`src/rtl/pdq_pkg.sv`:
```
package pdq_pkg;

	// Sizes of the queue table and the shared slot buffer.
	localparam int unsigned QUEUES = 16;
	localparam int unsigned SLOTS  = 256;

	localparam int unsigned QIDX_W = $clog2(QUEUES);
	localparam int unsigned SLOT_W = $clog2(SLOTS);
	localparam int unsigned CNT_W  = $clog2(SLOTS + 1);

	localparam int unsigned ID_W     = 16;
	localparam int unsigned HANDLE_W = 16;

	// Configuration port geometry: three 32-bit registers at 0x0, 0x4, 0x8.
	localparam int unsigned ADDR_W = 4;
	localparam int unsigned DATA_W = 32;

	typedef logic [ID_W-1:0]     id_t;
	typedef logic [HANDLE_W-1:0] handle_t;
	typedef logic [QIDX_W-1:0]   qidx_t;
	typedef logic [SLOT_W-1:0]   slot_idx_t;
	typedef logic [CNT_W-1:0]    cnt_t;

	typedef enum logic [1:0] {
		REG_UNSET  = 2'd0,
		REG_BCAST  = 2'd1,
		REG_BEACON = 2'd2
	} reg_idx_t;

	typedef enum logic {
		ACT_PUSH = 1'b0,
		ACT_DEQ  = 1'b1
	} action_t;

	typedef enum logic [3:0] {
		ST_NEW_P2P = 4'd0,
		ST_P2P     = 4'd1,
		ST_BCAST   = 4'd2,
		ST_BEACON  = 4'd3,
		ST_DEQ     = 4'd4,
		ST_UNSET   = 4'd5,
		ST_NOQ     = 4'd6,
		ST_EMPTY   = 4'd7,
		ST_FULL    = 4'd8
	} status_t;

	typedef struct packed {
		logic    action;
		id_t     dest_id;
		handle_t packet_handle;
	} in_item_t;

	typedef struct packed {
		status_t status;
		handle_t handle_out;
	} out_item_t;

	typedef struct packed {
		id_t unset_id;
		id_t broadcast_id;
		id_t beacon_id;
	} cfg_t;

	// One entry of the queue pointer memory.
	typedef struct packed {
		slot_idx_t head;
		slot_idx_t tail;
		cnt_t      count;
	} qent_t;

	// One entry of the slot memory.
	typedef struct packed {
		handle_t   handle;
		slot_idx_t next;
	} slot_t;

	typedef struct packed {
		logic  hit;
		qidx_t hit_idx;
		logic  has_free;
		qidx_t free_idx;
	} qt_look_t;

	typedef struct packed {
		qidx_t rd_idx;
		logic  wr_en;
		qidx_t wr_idx;
		qent_t wr_data;
		logic  open_en;
		qidx_t open_idx;
	} qt_cmd_t;

	typedef struct packed {
		slot_idx_t rd_addr;
		slot_idx_t wr_addr;
		logic      we_handle;
		logic      we_next;
		handle_t   wr_handle;
		slot_idx_t wr_next;
	} sl_cmd_t;

endpackage

```
`src/rtl/pdq_qtable.sv`:
```
module pdq_qtable (
	input  logic              clk,
	input  logic              arst_n,
	input  pdq_pkg::id_t      dest,
	input  pdq_pkg::qt_cmd_t  cmd,
	output pdq_pkg::qt_look_t look,
	output pdq_pkg::qent_t    rdata
);

	// Destination tags and their valid bits are flops so that all of them
	// can be compared at once; the pointers live in a one-port-read memory.
	pdq_pkg::id_t                  ids_q [pdq_pkg::QUEUES];
	logic [pdq_pkg::QUEUES-1:0]    valid_q;
	pdq_pkg::qent_t                mem_q [pdq_pkg::QUEUES];
	pdq_pkg::qent_t                rdata_q;

	assign rdata = rdata_q;

	// Scanning from the top down leaves the lowest matching index.
	always_comb begin
		look = '0;
		for (int i = int'(pdq_pkg::QUEUES) - 1; i >= 0; i--) begin
			if (valid_q[i] && ids_q[i] == dest) begin
				look.hit     = 1'b1;
				look.hit_idx = pdq_pkg::QIDX_W'(i);
			end
			if (!valid_q[i]) begin
				look.has_free = 1'b1;
				look.free_idx = pdq_pkg::QIDX_W'(i);
			end
		end
	end

	always_ff @(posedge clk or negedge arst_n) begin
		if (!arst_n) begin
			valid_q <= '0;
		end else if (cmd.open_en) begin
			valid_q[cmd.open_idx] <= 1'b1;
		end
	end

	always_ff @(posedge clk) begin
		if (cmd.open_en) begin
			ids_q[cmd.open_idx] <= dest;
		end
	end

	always_ff @(posedge clk) begin
		if (cmd.wr_en) begin
			mem_q[cmd.wr_idx] <= cmd.wr_data;
		end
		rdata_q <= mem_q[cmd.rd_idx];
	end

endmodule

```
`config.mk`:
```
export PLATFORM = sky130hd
export DESIGN_NAME = pdq_qtable
export DESIGN_NICKNAME = d
export VERILOG_FILES = /design/src/rtl/pdq_pkg.sv /design/src/rtl/pdq_qtable.sv
export SDC_FILE = /design/constraint.sdc
export NUM_CORES = 1
export LEC_CHECK = 0
export BUFFER_PORTS_ARGS = -buffer_cell sky130_fd_sc_hd__buf_4
export CAP_MARGIN = 10
export CORE_ASPECT_RATIO = 0.9
export CORE_MARGIN = 2
export CORE_UTILIZATION = 56
export CTS_CLUSTER_SIZE = 25
export DETAILED_ROUTE_END_ITERATION = 7
export GPL_TIMING_DRIVEN = 0
export PLACE_DENSITY = 0.75
export SYNTH_ARGS = -nofsm -noshare
export SYNTH_HDL_FRONTEND = slang
export SYNTH_SLANG_ARGS = --single-unit
```
`constraint.sdc`:
```
create_clock -name clk -period 1.85 [get_ports clk]
set_input_delay 0.0925 -clock clk [delete_from_list [all_inputs] [get_ports clk]]
set_output_delay 0.0925 -clock clk [all_outputs]
set_load 0.02 [all_outputs]
```
==> results.yml, run 1 <==
outcome:
  run_status: "finished with violations"
  violations: "setup timing"
power:
  power_w: 0.0342
  p_per_area_mw_per_mm2: 1050
  ir_drop_uv: 950
  p_leak_nw: 10.5
logic_synthesis:
  synth_flop_cell: "edfxtp_1"
  synth_xor_xnor_area_share: 0.0825
  seq_area_frac_synth: 0.755
  synth_area_leader_cell: "edfxtp_1"
  synth_compound_area_frac: 0.00638
  avgSynthCellArea_um2: 20.1
  ys_warn_count: 0
  netlist_instances: 1358
  synth_top_family_by_area: "multiplexers"
  netlist_area_mm2: 0.0273
  synth_nets: 1415
  ys_seq_elements: 697
  synthTopCellsByArea: "edfxtp_1, mux4_2, xnor2_1"
  yosysTopAreaCellShare: 0.722
  synthArstFlopShare: 0.0230
  synthAdderAreaFrac: 0
  synthMuxAreaShare: 0.103
  synth_edf_count: 656
  synth_simple_gate_area_frac: 0.0386
  synth.distinct_cells: 44
clock_tree:
  clk_latency_ps: 610
  cts_made_buffers: 69
  h-tree-depth: 3
  path_clk_slew_ps: 60
  clockRootBuffer: "clkbuf_16"
  clockBufferDepth: 3
  cts_tree: "built"
  clock_sinks: 697
route:
  drt-wirelength-per-cell_um: 28.9
  drc: 0
  ant_nets: 0
  first_pass_iters: 5
  wirelength_um: 66100
  vias: 14000
  via_per_inst: 6.10
  first_iter_violations: 1692
worst_hold_path:
  min_path_type: "input pin to flip-flop"
timing:
  fin_crit_sh: 1.54
  rsz0062_at_grt: "true"
  worst_slack_ps: -997
  holdWs_ps: 43.7
  fin_tns_setup_ps: -4900
  finalHoldViolations: 0
  slew_viol_final: 0
  fmax_ghz: 0.351
  worstMarginPinSlew_ps: 1130
  post-route-min-period_ps: 2850
  setup_viol: 7
  fin_worst_skew_ps: 24.6
  slew_headroom: 0.241
die:
  initial_core_util: 0.568
  core-area_mm2: 0.0480
  rows: 76
  die_h_um: 213
  die_area_mm2: 0.0505
  die_w_um: 237
  ioPinCount: 92
global_routing:
  grt_pass1_wl_um: 96100
  grt-ovfl-total: 0
  grt_util_all_layers: 0.270
  antenna_found_initial: 3
  met1_usage: 0.343
  use_met3: 0.0601
  busiest_layer: "met2"
  met2_usage: 0.468
  grt_pass1_vias: 14500
  grt_max_degree: 22
place:
  port_buffers: 87
  preCtsSetupSlack_ps: -1420
  place.gp.congestion: 0.872
  dp_hpwl_um: 37500
layout:
  postLayoutCoreUtil: 0.676
  num-nets-final: 1663
  area_growth_pct: 18.9
  fillers: 2929
  drive_above_1_share: 0.277
worst_setup_path:
  crit_arrival_ps: 2750
  cp_common_cell: "a21oi_1"
  critical_path_class: "flip-flop to output port"
  crit_path_max_fanout: 2
  worstPathRequired_ps: 1760
  end_kind: "output port"
  crit_buf_inv: 1
  cp_top_family: "compound AO/OA/AOI/OAI gates"
  start_kind: "flip-flop"
  slowest_stage: "nor4_4"
  crit_path_max_incr_delay_ps: 430
  path_cells: "xnor2_1 -> nand4_1 -> nor4_4 -> o2111ai_1 -> a21oi_1 -> o21ai_1 -> a21oi_1 -> o41ai_2 -> a21oi_2 -> buf_4"
run:
  cap_viol_max_count: 0
## sequential cells by signal, indices dropped and copies added (netlist names)
signal,flops
rdata,25
valid_q,16
ids_q,256
mem_q,400
## per-layer routing
metal	part of all wire	wire length, um	up-vias
li1	-	-	5866
met1	0.36	24100	7162
met2	0.52	34300	794
met3	0.090	5920	132
met4	0.027	1800	2
met5	0.00020	13	-
## cells in the mapped netlist (2+ instances only)
cell,count
a21boi_0,3
a21oi_1,7
a31oi_1,2
buf_1,3
buf_2,24
buf_4,6
buf_6,12
clkbuf_1,14
dfrtp_1,16
dfxtp_1,25
edfxtp_1,656
inv_1,5
mux4_2,125
nand2_1,18
nand2b_1,5
nand3_1,17
nand3b_1,4
nand4_1,45
nor2_1,32
nor3_1,18
nor4_1,23
nor4_2,4
o21ai_0,6
o21ai_1,2
or2_2,13
or3b_2,2
xnor2_1,184
xor2_1,71
## power by group
group          internal (W)  switching (W)  leakage (nW)  total [W]
combinational       0.00105        0.00141          3.11    0.00246
sequential           0.0177       0.000211          6.30     0.0179
clock               0.00801        0.00581          1.08     0.0138
## worst reg2reg max path: stages (launching register included)
cell,delay [ps]
edfxtp_1,440
mux4_2,540
mux4_2,490
## metrics by stage
stage | area [um^2] | std cells
5_1_grt | 32400 | 2285
6_report | 32400 | 2286
4_1_cts | 32400 | 2282
2_1_floorplan | 27400 | 1358
3_3_place_gp | 28800 | 2069
3_5_place_dp | 29400 | 2099
## kinds of logic (layout without fill, tap and decap cells)
logic type | Yosys count | in the layout
AOI/OAI and AO/OA | 28 | 28
xor gates and xnor gates | 256 | 256
buffers and inverters | 65 | 368
DFF | 697 | 697
muxes | 125 | 125
other | 0 | 1
and+or+nand+nor | 187 | 187
## final cells by class
type / instances / area, um^2 / area share
Multi-Input combinational cell: 596 / 6640 / 0.205
Tap cell: 624 / 781 / 0.0241
Inverter: 5 / 18.8 / 0.000579
Antenna cell: 1 / 2.50 / 0.0000771
Clock inverter: 29 / 299 / 0.00922
Sequential cell: 697 / 20600 / 0.635
Timing Repair Buffer: 177 / 1790 / 0.0551
Buffer: 60 / 388 / 0.0120
Clock buffer: 97 / 1920 / 0.0593
## worst paths after layout
check,slack (ps),end,start,depth (start not counted)
max in group asynchronous,620,valid_q[15]$_DFFE_PN0P_,arst_n,3
setup / recovery,-1000,look[5],ids_q[15][12]$_DFFE_PP_,10
setup reg to reg,230,rdata[18]$_DFF_P_,mem_q[10][18]$_DFFE_PP_,2
hold reg to reg,570,valid_q[15]$_DFFE_PN0P_,valid_q[15]$_DFFE_PN0P_,1
min in group asynchronous,660,valid_q[6]$_DFFE_PN0P_,arst_n,3
hold / removal,40,rdata[3]$_DFF_P_,cmd[37],2
## cells in the final DEF, fill, tap and decap left out, types with 21 or more instances in the layout
cell type	Yosys	routed
nand4_1	45	45
clkbuf_1	14	33
buf_6	12	21
dfxtp_1	25	25
mux4_2	125	125
xor2_1	71	71
buf_4	6	105
clkbuf_16	0	71
edfxtp_1	656	656
dlygate4sd3_1	0	55
xnor2_1	184	184
## repair_timing
action | 4_1_cts | 5_1_grt
gates resized for setup | 32 | 14
setup buffers | 2 | 1
pin swaps | 21 | 14
endpoints found under the hold margin | 710 | 0
setup endpoints to repair | 7 | 18
hold buffers | 55 | 0
(Power assumes the default switching activity.)
==> run 2: changes to the inputs <==
--- a/config.mk
+++ b/config.mk
@@ -7,12 +7,13 @@
 export LEC_CHECK = 0
 export BUFFER_PORTS_ARGS = -buffer_cell sky130_fd_sc_hd__buf_4
 export CAP_MARGIN = 10
-export CORE_ASPECT_RATIO = 0.9
+export CORE_ASPECT_RATIO = 1.2
 export CORE_MARGIN = 2
 export CORE_UTILIZATION = 56
 export CTS_CLUSTER_SIZE = 25
 export DETAILED_ROUTE_END_ITERATION = 7
 export GPL_TIMING_DRIVEN = 0
+export MAX_ROUTING_LAYER = met4
 export PLACE_DENSITY = 0.75
 export SYNTH_ARGS = -nofsm -noshare
 export SYNTH_HDL_FRONTEND = slang
==> results.yml, run 2 (synthesis results as in run 1) <==
timing:
  fin_crit_sh: 1.57
  worstMarginPinSlew_ps: 1130
  slew_headroom: 0.242
  rsz0062_at_grt: "true"
  fin_worst_skew_ps: 24.4
  worst_slack_ps: -1050
  slew_viol_final: 0
  setup_viol: 7
  fmax_ghz: 0.345
  finalHoldViolations: 0
  fin_tns_setup_ps: -5050
  post-route-min-period_ps: 2900
global_routing:
  grt_pass1_vias: 14700
  antenna_found_initial: 3
  grt-ovfl-total: 0
  grt_pass1_wl_um: 95900
  grt_util_all_layers: 0.277
  grt_max_degree: 19
place:
  placed_area_mm2: 0.0295
  port_buffers: 87
  preCtsSetupSlack_ps: -1200
  place.gp.congestion: 0.933
  dp_hpwl_um: 38100
  dpl.cell_count: 2106
layout:
  mostFrequentLayoutCell: "edfxtp_1"
  largest_register: "mem_q"
  final_cell_mix: "edfxtp_1, xnor2_1, mux4_2"
  fillers: 2990
  fin_area_mm2: 0.0323
  largest_register_ff_count: 400
  num-nets-final: 1665
  area_growth_pct: 18.6
  drive_above_1_share: 0.277
  final_cells: 2295
route:
  via_per_inst: 6.16
  drt-wirelength-per-cell_um: 28.5
  wirelength_um: 65500
  vias: 14100
  ant_nets: 0
  first_iter_violations: 1349
  first_pass_iters: 5
  drc: 0
worst_setup_path:
  path_cells: "xor2_1 -> nor4_1 -> nand4_1 -> buf_4 -> o2111ai_2 -> a21oi_2 -> o21ai_1 -> a21oi_1 -> o41ai_2 -> a21oi_2 -> buf_4"
  crit_path_max_incr_delay_ps: 400
  critical_path_class: "flip-flop to output port"
  start_kind: "flip-flop"
  slowest_stage: "edfxtp_1"
  crit_buf_inv: 2
  worstPathRequired_ps: 1760
  crit_arrival_ps: 2810
  end_kind: "output port"
  crit_path_max_fanout: 2
  cp_top_family: "compound AO/OA/AOI/OAI gates"
power:
  clockPowerShare: 0.388
  p_int_w: 0.0259
  p_leak_nw: 10.4
  power_switching_w: 0.00735
  seqPwrFrac: 0.537
  share_comb_of_total_power: 0.075
  p_sw_frac: 0.221
  ir_drop_uv: 1100
  p_per_area_mw_per_mm2: 1030
  power_w: 0.0333
clock_tree:
  path_clk_slew_ps: 60
  cts_tree: "built"
  cts_made_buffers: 67
  clockBufferDepth: 3
  h-tree-depth: 3
  clock_sinks: 697
  clk_latency_ps: 610
  clockRootBuffer: "clkbuf_16"
run:
  cap_viol_max_count: 0
outcome:
  run_status: "finished with violations"
  violations: "setup timing"
die:
  core-area_mm2: 0.0481
  rows: 88
  die_area_mm2: 0.0505
  ioPinCount: 92
  die_w_um: 205
  initial_core_util: 0.567
  die_h_um: 246
worst_hold_path:
  min_path_type: "input pin to flip-flop"
## run 2: cell count changes in the layout (fill, tap and decap cells not counted), moves of 3 or more
cell	before	now
clkbuf_16	71	68
nor2_1	16	19
buf_12	7	3
clkbuf_1	33	36
bufinv_16	5	1
buf_6	21	25
clkinv_2	8	11
nor2_2	4	1
buf_16	9	12
## run 2: power groups by stage
stage	registers (W)	logic (W)	clock network, W
after global placement	0.0182	0.00218	0
after floorplan	0.0182	0.00123	0
after CTS	0.0179	0.00246	0.0130
after global routing	0.0179	0.00262	0.0136
after detailed placement	0.0182	0.00230	0
final	0.0179	0.00248	0.0129
## run 2: worst reg2reg max path, delay by kind of cell (launching register included)
family	cells	cell delay [ps]
multiplexers	2	1030
flip-flops	1	420
## run 2: through the flow
stage,utilization,hold slack [ps]
final,0.672,56.2
after global routing,0.672,57.4
after CTS,0.670,18.0
after detailed placement,0.612,-30.5
after global placement,0.599,-28.2
after floorplan,-,-203
## run 2: worst paths after layout
kind	cells after the start	startpoint	to	slack, ps
worst max-delay path	11	ids_q[14][4]$_DFFE_PP_	look[5]	-1050
worst min-delay path	3	cmd[2]	ids_q[0][11]$_DFFE_PP_	60
max in group asynchronous	3	arst_n	valid_q[15]$_DFFE_PN0P_	640
worst max register to register	2	mem_q[15][1]$_DFFE_PP_	rdata[1]$_DFF_P_	260
worst min register to register	2	valid_q[14]$_DFFE_PN0P_	valid_q[14]$_DFFE_PN0P_	540
min in group asynchronous	3	arst_n	valid_q[12]$_DFFE_PN0P_	660
## run 2: final cells by class
cell class,count,area [um^2],area share
antenna,3,7.51,0.000232
buffer,60,380,0.0118
clock buffer,95,1850,0.0573
clock inverter,28,200,0.00619
inverter,5,18.8,0.000580
multi-input combinational,596,6640,0.205
sequential,697,20600,0.637
tap,630,788,0.0244
timing repair buffer,181,1860,0.0574
## run 2: routing by layer
metal / wire (um) / vias to the layer above / part of all wire / global-route usage
met3: 4750 / 174 / 0.072 / 0.0420
met5: 0 / - / 0 / -
met4: 2660 / 0 / 0.041 / 0.111
met1: 23500 / 7350 / 0.36 / 0.327
li1: - / 5884 / - / -
met2: 34600 / 721 / 0.53 / 0.479
## run 2: repair_timing
| item | CTS | global route |
|---|---|---|
| hold buffers | 54 | 0 |
| setup buffers | 5 | 0 |
| gates resized for setup | 29 | 12 |
| setup endpoints to repair | 7 | 28 |
| hold endpoints to repair | 700 | 0 |
| pin swaps | 17 | 8 |
