===== src/rtl/pdq_pkg.sv =====
package pdq_pkg;

	// Sizes of the queue table and the shared slot buffer.
	localparam int unsigned QUEUES = 16;
	localparam int unsigned SLOTS  = 256;

	localparam int unsigned QIDX_W = $clog2(QUEUES);
	localparam int unsigned SLOT_W = $clog2(SLOTS);
	localparam int unsigned CNT_W  = $clog2(SLOTS + 1);

	localparam int unsigned ID_W     = 16;
	localparam int unsigned HANDLE_W = 16;

	// Configuration port geometry: three 32-bit registers at 0x0, 0x4, 0x8.
	localparam int unsigned ADDR_W = 4;
	localparam int unsigned DATA_W = 32;

	typedef logic [ID_W-1:0]     id_t;
	typedef logic [HANDLE_W-1:0] handle_t;
	typedef logic [QIDX_W-1:0]   qidx_t;
	typedef logic [SLOT_W-1:0]   slot_idx_t;
	typedef logic [CNT_W-1:0]    cnt_t;

	typedef enum logic [1:0] {
		REG_UNSET  = 2'd0,
		REG_BCAST  = 2'd1,
		REG_BEACON = 2'd2
	} reg_idx_t;

	typedef enum logic {
		ACT_PUSH = 1'b0,
		ACT_DEQ  = 1'b1
	} action_t;

	typedef enum logic [3:0] {
		ST_NEW_P2P = 4'd0,
		ST_P2P     = 4'd1,
		ST_BCAST   = 4'd2,
		ST_BEACON  = 4'd3,
		ST_DEQ     = 4'd4,
		ST_UNSET   = 4'd5,
		ST_NOQ     = 4'd6,
		ST_EMPTY   = 4'd7,
		ST_FULL    = 4'd8
	} status_t;

	typedef struct packed {
		logic    action;
		id_t     dest_id;
		handle_t packet_handle;
	} in_item_t;

	typedef struct packed {
		status_t status;
		handle_t handle_out;
	} out_item_t;

	typedef struct packed {
		id_t unset_id;
		id_t broadcast_id;
		id_t beacon_id;
	} cfg_t;

	// One entry of the queue pointer memory.
	typedef struct packed {
		slot_idx_t head;
		slot_idx_t tail;
		cnt_t      count;
	} qent_t;

	// One entry of the slot memory.
	typedef struct packed {
		handle_t   handle;
		slot_idx_t next;
	} slot_t;

	typedef struct packed {
		logic  hit;
		qidx_t hit_idx;
		logic  has_free;
		qidx_t free_idx;
	} qt_look_t;

	typedef struct packed {
		qidx_t rd_idx;
		logic  wr_en;
		qidx_t wr_idx;
		qent_t wr_data;
		logic  open_en;
		qidx_t open_idx;
	} qt_cmd_t;

	typedef struct packed {
		slot_idx_t rd_addr;
		slot_idx_t wr_addr;
		logic      we_handle;
		logic      we_next;
		handle_t   wr_handle;
		slot_idx_t wr_next;
	} sl_cmd_t;

endpackage


===== src/rtl/pdq_cfg.sv =====
module pdq_cfg (
	input  logic                          clk,
	input  logic                          arst_n,
	input  logic                          psel,
	input  logic                          penable,
	input  logic                          pwrite,
	input  logic [pdq_pkg::ADDR_W-1:0]    paddr,
	input  logic [pdq_pkg::DATA_W-1:0]    pwdata,
	output logic [pdq_pkg::DATA_W-1:0]    prdata,
	output logic                          pready,
	output pdq_pkg::cfg_t                 cfg
);

	pdq_pkg::cfg_t cfg_q;
	logic          wr_en;

	assign pready = 1'b1;
	assign wr_en  = psel & penable & pwrite;
	assign cfg    = cfg_q;

	always_ff @(posedge clk or negedge arst_n) begin
		if (!arst_n) begin
			cfg_q.unset_id     <= 16'hFFFF;
			cfg_q.broadcast_id <= 16'hFFFE;
			cfg_q.beacon_id    <= 16'hFFFD;
		end else if (wr_en) begin
			unique case (paddr[pdq_pkg::ADDR_W-1:2])
				pdq_pkg::REG_UNSET: begin
					cfg_q.unset_id <= pwdata[pdq_pkg::ID_W-1:0];
				end
				pdq_pkg::REG_BCAST: begin
					cfg_q.broadcast_id <= pwdata[pdq_pkg::ID_W-1:0];
				end
				pdq_pkg::REG_BEACON: begin
					cfg_q.beacon_id <= pwdata[pdq_pkg::ID_W-1:0];
				end
				default: begin
				end
			endcase
		end
	end

	always_comb begin
		unique case (paddr[pdq_pkg::ADDR_W-1:2])
			pdq_pkg::REG_UNSET: begin
				prdata = pdq_pkg::DATA_W'(cfg_q.unset_id);
			end
			pdq_pkg::REG_BCAST: begin
				prdata = pdq_pkg::DATA_W'(cfg_q.broadcast_id);
			end
			pdq_pkg::REG_BEACON: begin
				prdata = pdq_pkg::DATA_W'(cfg_q.beacon_id);
			end
			default: begin
				prdata = '0;
			end
		endcase
	end

endmodule


===== config.mk =====
export PLATFORM = sky130hd
export DESIGN_NAME = pdq_cfg
export DESIGN_NICKNAME = d
export VERILOG_FILES = /design/src/rtl/pdq_pkg.sv /design/src/rtl/pdq_cfg.sv
export SDC_FILE = /design/constraint.sdc
export NUM_CORES = 1
export LEC_CHECK = 0
export BUFFER_PORTS_ARGS = -buffer_cell sky130_fd_sc_hd__buf_2
export CAP_MARGIN = 20
export CORE_ASPECT_RATIO = 1.5
export CORE_MARGIN = 4
export CORE_UTILIZATION = 30
export CTS_BUF_LIST = sky130_fd_sc_hd__clkbuf_4
export CTS_CLUSTER_DIAMETER = 120
export CTS_CLUSTER_SIZE = 24
export DETAILED_ROUTE_END_ITERATION = 10
export PLACE_DENSITY = 0.6
export SETUP_SLACK_MARGIN = 0.2
export SLEW_MARGIN = 30
export SYNTH_ARGS = -nofsm -noshare
export SYNTH_HDL_FRONTEND = slang
export SYNTH_SLANG_ARGS = --single-unit

===== constraint.sdc =====
create_clock -name clk -period 1.3 [get_ports clk]
set_input_delay 0.195 -clock clk [delete_from_list [all_inputs] [get_ports clk]]
set_output_delay 0.195 -clock clk [all_outputs]
set_load 0.05 [all_outputs]

==> results of run 1 <==
[area by class of cell]
class,instances,area [µm²],share of cell area [%]
Timing Repair Buffer,162,1800,39.0
Multi-Input combinational cell,118,1370,29.7
Sequential cell,48,1260,27.3
Tap cell,102,128,2.77
Clock buffer,7,52.6,1.14
Clock inverter,1,3.75,0.0814
[cell usage in the layout (no fill, tap or decap)]
cell type / instances
conb_1: 17
buf_2: 22
clkbuf_4: 7
nor3b_4: 1
o21ai_4: 16
or3b_1: 1
mux2i_4: 3
clkinv_1: 1
dfrtp_1: 2
nor3_4: 1
mux2_2: 13
nand2_1: 16
mux2i_2: 13
dlygate4sd3_1: 1
nand3_4: 1
dfstp_2: 46
buf_8: 45
buf_12: 6
mux2_4: 35
buf_6: 59
buf_4: 29
and2b_1: 1
[metrics by stage]
step                      power (mW)  utilization (%)  cell area [µm²]  worst slack (ns)
after floorplan                 5.07                -             2820           -0.0851
after global placement          5.69             43.2             3330            -0.127
after detailed placement        5.73             43.2             3330            -0.132
after CTS                       7.95             55.8             4300            -0.261
after global routing            8.72             59.8             4610            -0.306
final                           8.40             59.8             4610            -0.253
[worst register-to-register path: stages (launching register included)]
cell and delay, ns:
dfstp_2 0.42, buf_6 0.11, buf_6 0.11, buf_4 0.12, mux2_4 0.25
[metal layers]
layer	share of wire, %	up-vias	track usage [%]
met5	0	-	0
met4	1.3	0	5.07
met3	6.6	7	4.14
met2	53	72	26.4
met1	39	970	19.8
li1	-	899	-
[what timing repair did]
item                                   4_1_cts  5_1_grt
buffers inserted                            31       24
resized for setup                          201       30
hold buffers                                 1        0
setup endpoints to repair                   64       64
pin swaps                                   10        0
endpoints found under the hold margin        2        0
[final timing paths]
kind,to,cells past startpoint
max in group asynchronous,cfg[41],3
worst max-delay path,prdata[3],3
worst min-delay path,cfg[10],2
worst min register to register,cfg[1],1
min in group asynchronous,cfg[16],3
worst max register to register,cfg[27],4
[kinds of logic (layout without fill, tap and decap cells)]
group / Yosys count / after routing / synth area share (%)
AOI/OAI and AO/OA: 16 / 16 / 3.35
other: 2 / 17 / 0.314
muxes: 64 / 64 / 30.9
and+or+nand+nor: 21 / 21 / 4.35
DFF: 48 / 48 / 52.7
buffers and inverters: 27 / 170 / 8.43
[synthesized netlist by cell type]
cell type | instances | area share [%]
or3b_1 | 1 | 0.37
o21ai_1 | 1 | 0.21
mux2i_1 | 16 | 6.7
clkbuf_1 | 3 | 0.47
buf_2 | 2 | 0.42
dfstp_2 | 46 | 51
buf_8 | 1 | 0.63
and2b_1 | 1 | 0.31
conb_1 | 2 | 0.31
buf_4 | 19 | 6.0
nand3_1 | 1 | 0.21
o21ai_0 | 15 | 3.1
mux2_2 | 38 | 18
dfrtp_1 | 2 | 2.1
nor3b_2 | 1 | 0.52
mux2_4 | 10 | 6.3
nand2_1 | 16 | 2.5
buf_6 | 2 | 0.94
nor3_2 | 1 | 0.42
[where the power goes]
group | internal [mW] | switching (mW) | total, mW | leakage (nW)
registers | 2.10 | 0.387 | 2.49 | 0.507
logic | 2.52 | 2.64 | 5.17 | 1.53
clock network | 0.251 | 0.491 | 0.742 | 0.0338
total | 4.88 | 3.52 | 8.40 | 2.07
==> summary.txt, run 1 <==
Run status
  – Result of the run: finished with violations
  – Violated checks: setup timing

Drt
  – Number of routed nets with antenna violations: 0
  – DRT iter0 DRCs: 37
  – Detailed-route wire length per cell: 17.1 µm
  – Vias/cell: 4.45
  – Via count: 1948
  – First drt pass iteration count: 4
  – # DRC: 0
  – Final WL: 7470 µm

Min path
  – Path type of the worst min-delay path: primary input to register
  – Startpoint of the tightest hold check path: pwdata[10]

Global route
  – Largest net degree at the start of global routing: 49
  – Global route total overflow: 0
  – Global-route wire length before repair: 11500 µm
  – Vias in the first global route: 2087
  – Initial antenna violation count: 0
  – Global Route Usage Sum: 15.9%

STA
  – Setup repair after global routing missed its margin: true
  – Highest Clock Rate: 0.644 GHz
  – Number of hold violations in the final report: 0
  – Worst Clk Skew: 0 ns
  – Tcrit/Tclk final: 119%
  – Hold Worst Slack: 0.0716 ns
  – Setup-failing EPs final: 60
  – Total Negative Setup Slacks: -7.73 ns
  – Max-slew violation count: 0
  – Post-route setup slack: -0.253 ns
  – Final critical path time including I/O delays and setup: 1.55 ns

Logic synthesis
  – Number of instances in the synthesized netlist: 178
  – Post-Synthesis Cell Area: 0.00239 mm²
  – Mean area per synthesized cell: 13.4 µm²
  – Count of cell types in the netlist: 19
  – Flops & latches, synth: 48
  – Register area share after synthesis: 52.7%
  – Synth warnings: 0

Power and ir drop
  – IR Drop Worst-Case VDD: 0.00107 V
  – Leakage power total: 2.07 nW
  – Cell area power density: 1820 mW/mm²

CTS
  – Root Driver: clkbuf_4
  – H-tree level count: 2
  – Clock slew at reported path FFs: 0.14 ns
  – Longest Clk Path Bufs: 2
  – TritonCTS clock tree: done
  – Clock Sinks: 48
  – Clock buffer count from CTS: 5
  – Clock insertion delay at the later pin of the skew report: 0.37 ns

Placed design
  – Gp weighted congestion: 0.664
  – Count of port buffers added during placement: 86
  – Placed Cells incl. Taps: 374
  – Placed wire-length estimate after detailed placement: 4550 µm

Critical path
  – Number of buffers and inverters on the critical path: 1
  – Data arrival time of the critical path: 1.36 ns
  – Crit Path Category: register to primary output
  – Delay of the slowest critical-path stage: 0.59 ns
  – Capturing element type of the critical path: primary output
  – Cell chain of the critical path: mux2i_4 > o21ai_4 > buf_6
  – Reg2Reg Launch Point: cfg[27]
  – Required time worst endpoint: 1.11 ns
  – Top Family by Delay on Critical Path: flip-flops
  – Worst setup path start: cfg[19]
  – Standard cell with the maximum stage delay on the critical path: dfstp_2
  – Worst Setup Start Kind: register
  – Largest fanout on the critical path: 2
  – Worst R2R Setup Slack: 0.24 ns

Floorplan
  – Die boundary width: 80.9 µm
  – Overall die area: 0.00949 mm²
  – Row count: 39
  – Initial cell density of the core: 31.0%
  – Vertical die dimension: 117 µm
  – CORE AREA: 0.00771 mm²
  – Top-level I/O count: 122

Layout
  – Filler instances: 618
  – Share of final-layout standard cells stronger than drive strength 1: 88.4%
  – Post-route non-filler standard cell count: 438
  – Number of diodes: 0
  – Max FFs per register: 48
  – Synthesis-to-finish area growth: 93.0%
  – Number of nets in the final layout: 376

Job
  – Number of violations of the max-capacitance limit: 0
No activity file was read; power rests on OpenSTA's default activity.
==> run 2, diff against run 1 <==
GPL_TIMING_DRIVEN = 0   (was default)
==> run 2 against run 1 <==
The flow still finishes with violations (setup timing). Worst setup slack improved by 0.0035 ns. Worst hold slack improved by 0.014 ns. Routed wire length grew 3.0%. Sequential power is 2% lower. Design area increased by 3.9%. Sequential cell count did not move. Non-clock buffer count rose by 23. Register-to-register slack hardly changed. Largest cell class unchanged. Highest routed layer unchanged.
==> summary.txt, run 2 (same netlist as run 1, synthesis figures left out) <==
Critical path
  – Worst Setup Start Kind: register (unchanged)
  – Delay of the slowest critical-path stage: 0.57 ns (was 0.59 ns)
  – Required time worst endpoint: 1.11 ns (about the same)
  – Data arrival time of the critical path: 1.35 ns (was 1.36 ns)
  – Crit Path Category: register to primary output (unchanged)
  – Capturing element type of the critical path: primary output (unchanged)
  – Cell chain of the critical path: mux2i_2 > o21ai_4 > buf_8 (was mux2i_4 > o21ai_4 > buf_6)
  – Standard cell with the maximum stage delay on the critical path: dfstp_2 (unchanged)
  – Largest fanout on the critical path: 2 (unchanged)

CTS
  – Clock insertion delay at the later pin of the skew report: 0.34 ns (was 0.37 ns)
  – Clock Sinks: 48 (unchanged)
  – H-tree level count: 2 (unchanged)
  – Clock buffer count from CTS: 5 (unchanged)
  – TritonCTS clock tree: done (unchanged)
  – Root Driver: clkbuf_4 (unchanged)
  – Longest Clk Path Bufs: 2 (unchanged)
  – Clock slew at reported path FFs: 0.14 ns (about the same)

Drt
  – Final WL: 7690 µm (was 7470 µm)
  – # DRC: 0 (unchanged)
  – First drt pass iteration count: 4 (unchanged)
  – Via count: 2035 (was 1948)
  – Vias/cell: 4.42 (was 4.45)
  – Number of routed nets with antenna violations: 0 (unchanged)
  – Detailed-route wire length per cell: 16.7 µm (was 17.1 µm)
  – DRT iter0 DRCs: 44 (was 37)

STA
  – Setup repair after global routing missed its margin: true (unchanged)
  – Number of hold violations in the final report: 0 (unchanged)
  – Final critical path time including I/O delays and setup: 1.55 ns (about the same)
  – Worst Clk Skew: 0 ns (unchanged)
  – Worst slew margin relative to its limit: 58.1%
  – Transition at the pin with the smallest max-transition slack: 0.629 ns
  – Max-slew violation count: 0 (unchanged)
  – Post-route setup slack: -0.249 ns (was -0.253 ns)
  – Setup-failing EPs final: 48 (was 60)
  – Hold Worst Slack: 0.0854 ns (was 0.0716 ns)
  – Tcrit/Tclk final: 119% (about the same)
  – Highest Clock Rate: 0.645 GHz (was 0.644 GHz)

Layout
  – Share of final-layout standard cells stronger than drive strength 1: 88.8% (was 88.4%)
  – Number of diodes: 0 (unchanged)
  – Synthesis-to-finish area growth: 100% (was 93.0%)
  – Commonest non-fill, non-tap cells in the layout: buf_6, buf_8, dfstp_2 (was buf_6, dfstp_2, buf_8)
  – Number of nets in the final layout: 399 (was 376)
  – Post-route non-filler standard cell count: 460 (was 438)
  – Commonest non-fill, non-tap cell in the layout: buf_6 (unchanged)
  – Max FFs per register: 48 (unchanged)

Floorplan
  – Overall die area: 0.00949 mm² (unchanged)
  – Vertical die dimension: 117 µm (unchanged)
  – Initial cell density of the core: 31.0% (unchanged)
  – Row count: 39 (unchanged)
  – Die boundary width: 80.9 µm (unchanged)
  – CORE AREA: 0.00771 mm² (unchanged)
  – Top-level I/O count: 122 (unchanged)

Global route
  – Initial antenna violation count: 0 (unchanged)
  – Global Route Usage Sum: 15.6% (was 15.9%)
  – Global route total overflow: 0 (unchanged)
  – Vias in the first global route: 2131 (was 2087)
  – Global-route wire length before repair: 11300 µm (was 11500 µm)
  – Largest net degree at the start of global routing: 49 (unchanged)

Placed design
  – Count of port buffers added during placement: 86 (unchanged)
  – Placed Cells incl. Taps: 381 (was 374)
  – Gp weighted congestion: 0.703 (was 0.664)
  – Placed wire-length estimate after detailed placement: 4580 µm (was 4550 µm)

Power and ir drop
  – Cell area power density: 1770 mW/mm² (was 1820 mW/mm²)
  – IR Drop Worst-Case VDD: 0.00102 V (was 0.00107 V)
  – Leakage power total: 2.20 nW (was 2.07 nW)

Run status
  – Result of the run: finished with violations (unchanged)
  – Violated checks: setup timing (unchanged)

Job
  – Number of violations of the max-capacitance limit: 0 (unchanged)

Min path
  – Path type of the worst min-delay path: primary input to register (unchanged)
-- run 2: cell types whose count changed in the layout (fill, tap and decap cells not counted), sizes merged --
cell | previous run | this run
clkbuf | 7 | 9
buf | 161 | 181
-- run 2: critical path: cells and delay by family (launching register included) --
family          cells  cell delay (ns)
buf+inv             1             0.16
compound gates      1             0.17
mux                 1             0.09
flops               1             0.57
-- run 2: power breakdown --
| group | switching [mW] | internal [mW] |
|---|---|---|
| Combinational | 2.68 | 2.63 |
| Clock | 0.476 | 0.222 |
| Sequential | 0.353 | 2.10 |
| Total | 3.51 | 4.95 |
-- run 2: routing by layer --
layer  up-vias  share of wire [%]  global-route usage [%]
met1      1020                 38                    17.4
li1        934                  -                       -
met2        76                 55                    28.2
met3         5                6.2                    3.91
met5         -                  0                       0
met4         0               0.88                    4.33
-- run 2: path summary, 6_finish.rpt --
path | startpoint | endpoint | slack (ns) | depth (start not counted)
min in group asynchronous | arst_n | cfg[16] | 0.41 | 2
setup / recovery | cfg[36] | prdata[4] | -0.25 | 3
hold reg to reg | cfg[16] | cfg[16] | 0.58 | 1
max in group asynchronous | arst_n | cfg[1] | 0.49 | 2
setup reg to reg | cfg[33] | cfg[33] | 0.25 | 4
hold / removal | pwdata[8] | cfg[24] | 0.09 | 2
-- run 2: timing repair --
item                       4_1_cts  5_1_grt
pin swaps                       10        9
resized for setup              213       26
hold endpoints to repair         2        0
hold buffers                     1        0
setup endpoints to repair       95       70
setup buffers                   38       33
gates cloned                     0        0
-- run 2: final cells by class --
type	instances	area [µm²]
fill	590	2920
buffer	27	255
sequential	48	1260
clock inverter	1	5.00
clock buffer	6	45.0
multi-input combinational	118	1350
timing repair buffer	158	1750
tap	102	128
-- run 2: stage by stage --
stage	total power, mW	worst slack [ns]	utilization, %	TNS [ns]	cell area [µm²]
final	8.46	-0.249	62.1	-6.98	4790
after global routing	8.80	-0.311	62.1	-10.30	4790
after CTS	7.95	-0.249	57.5	-6.13	4440
after detailed placement	5.73	-0.862	43.8	-21.26	3380
after global placement	5.69	-0.845	43.8	-20.95	3370
after floorplan	5.07	-0.0851	-	-2.17	2820
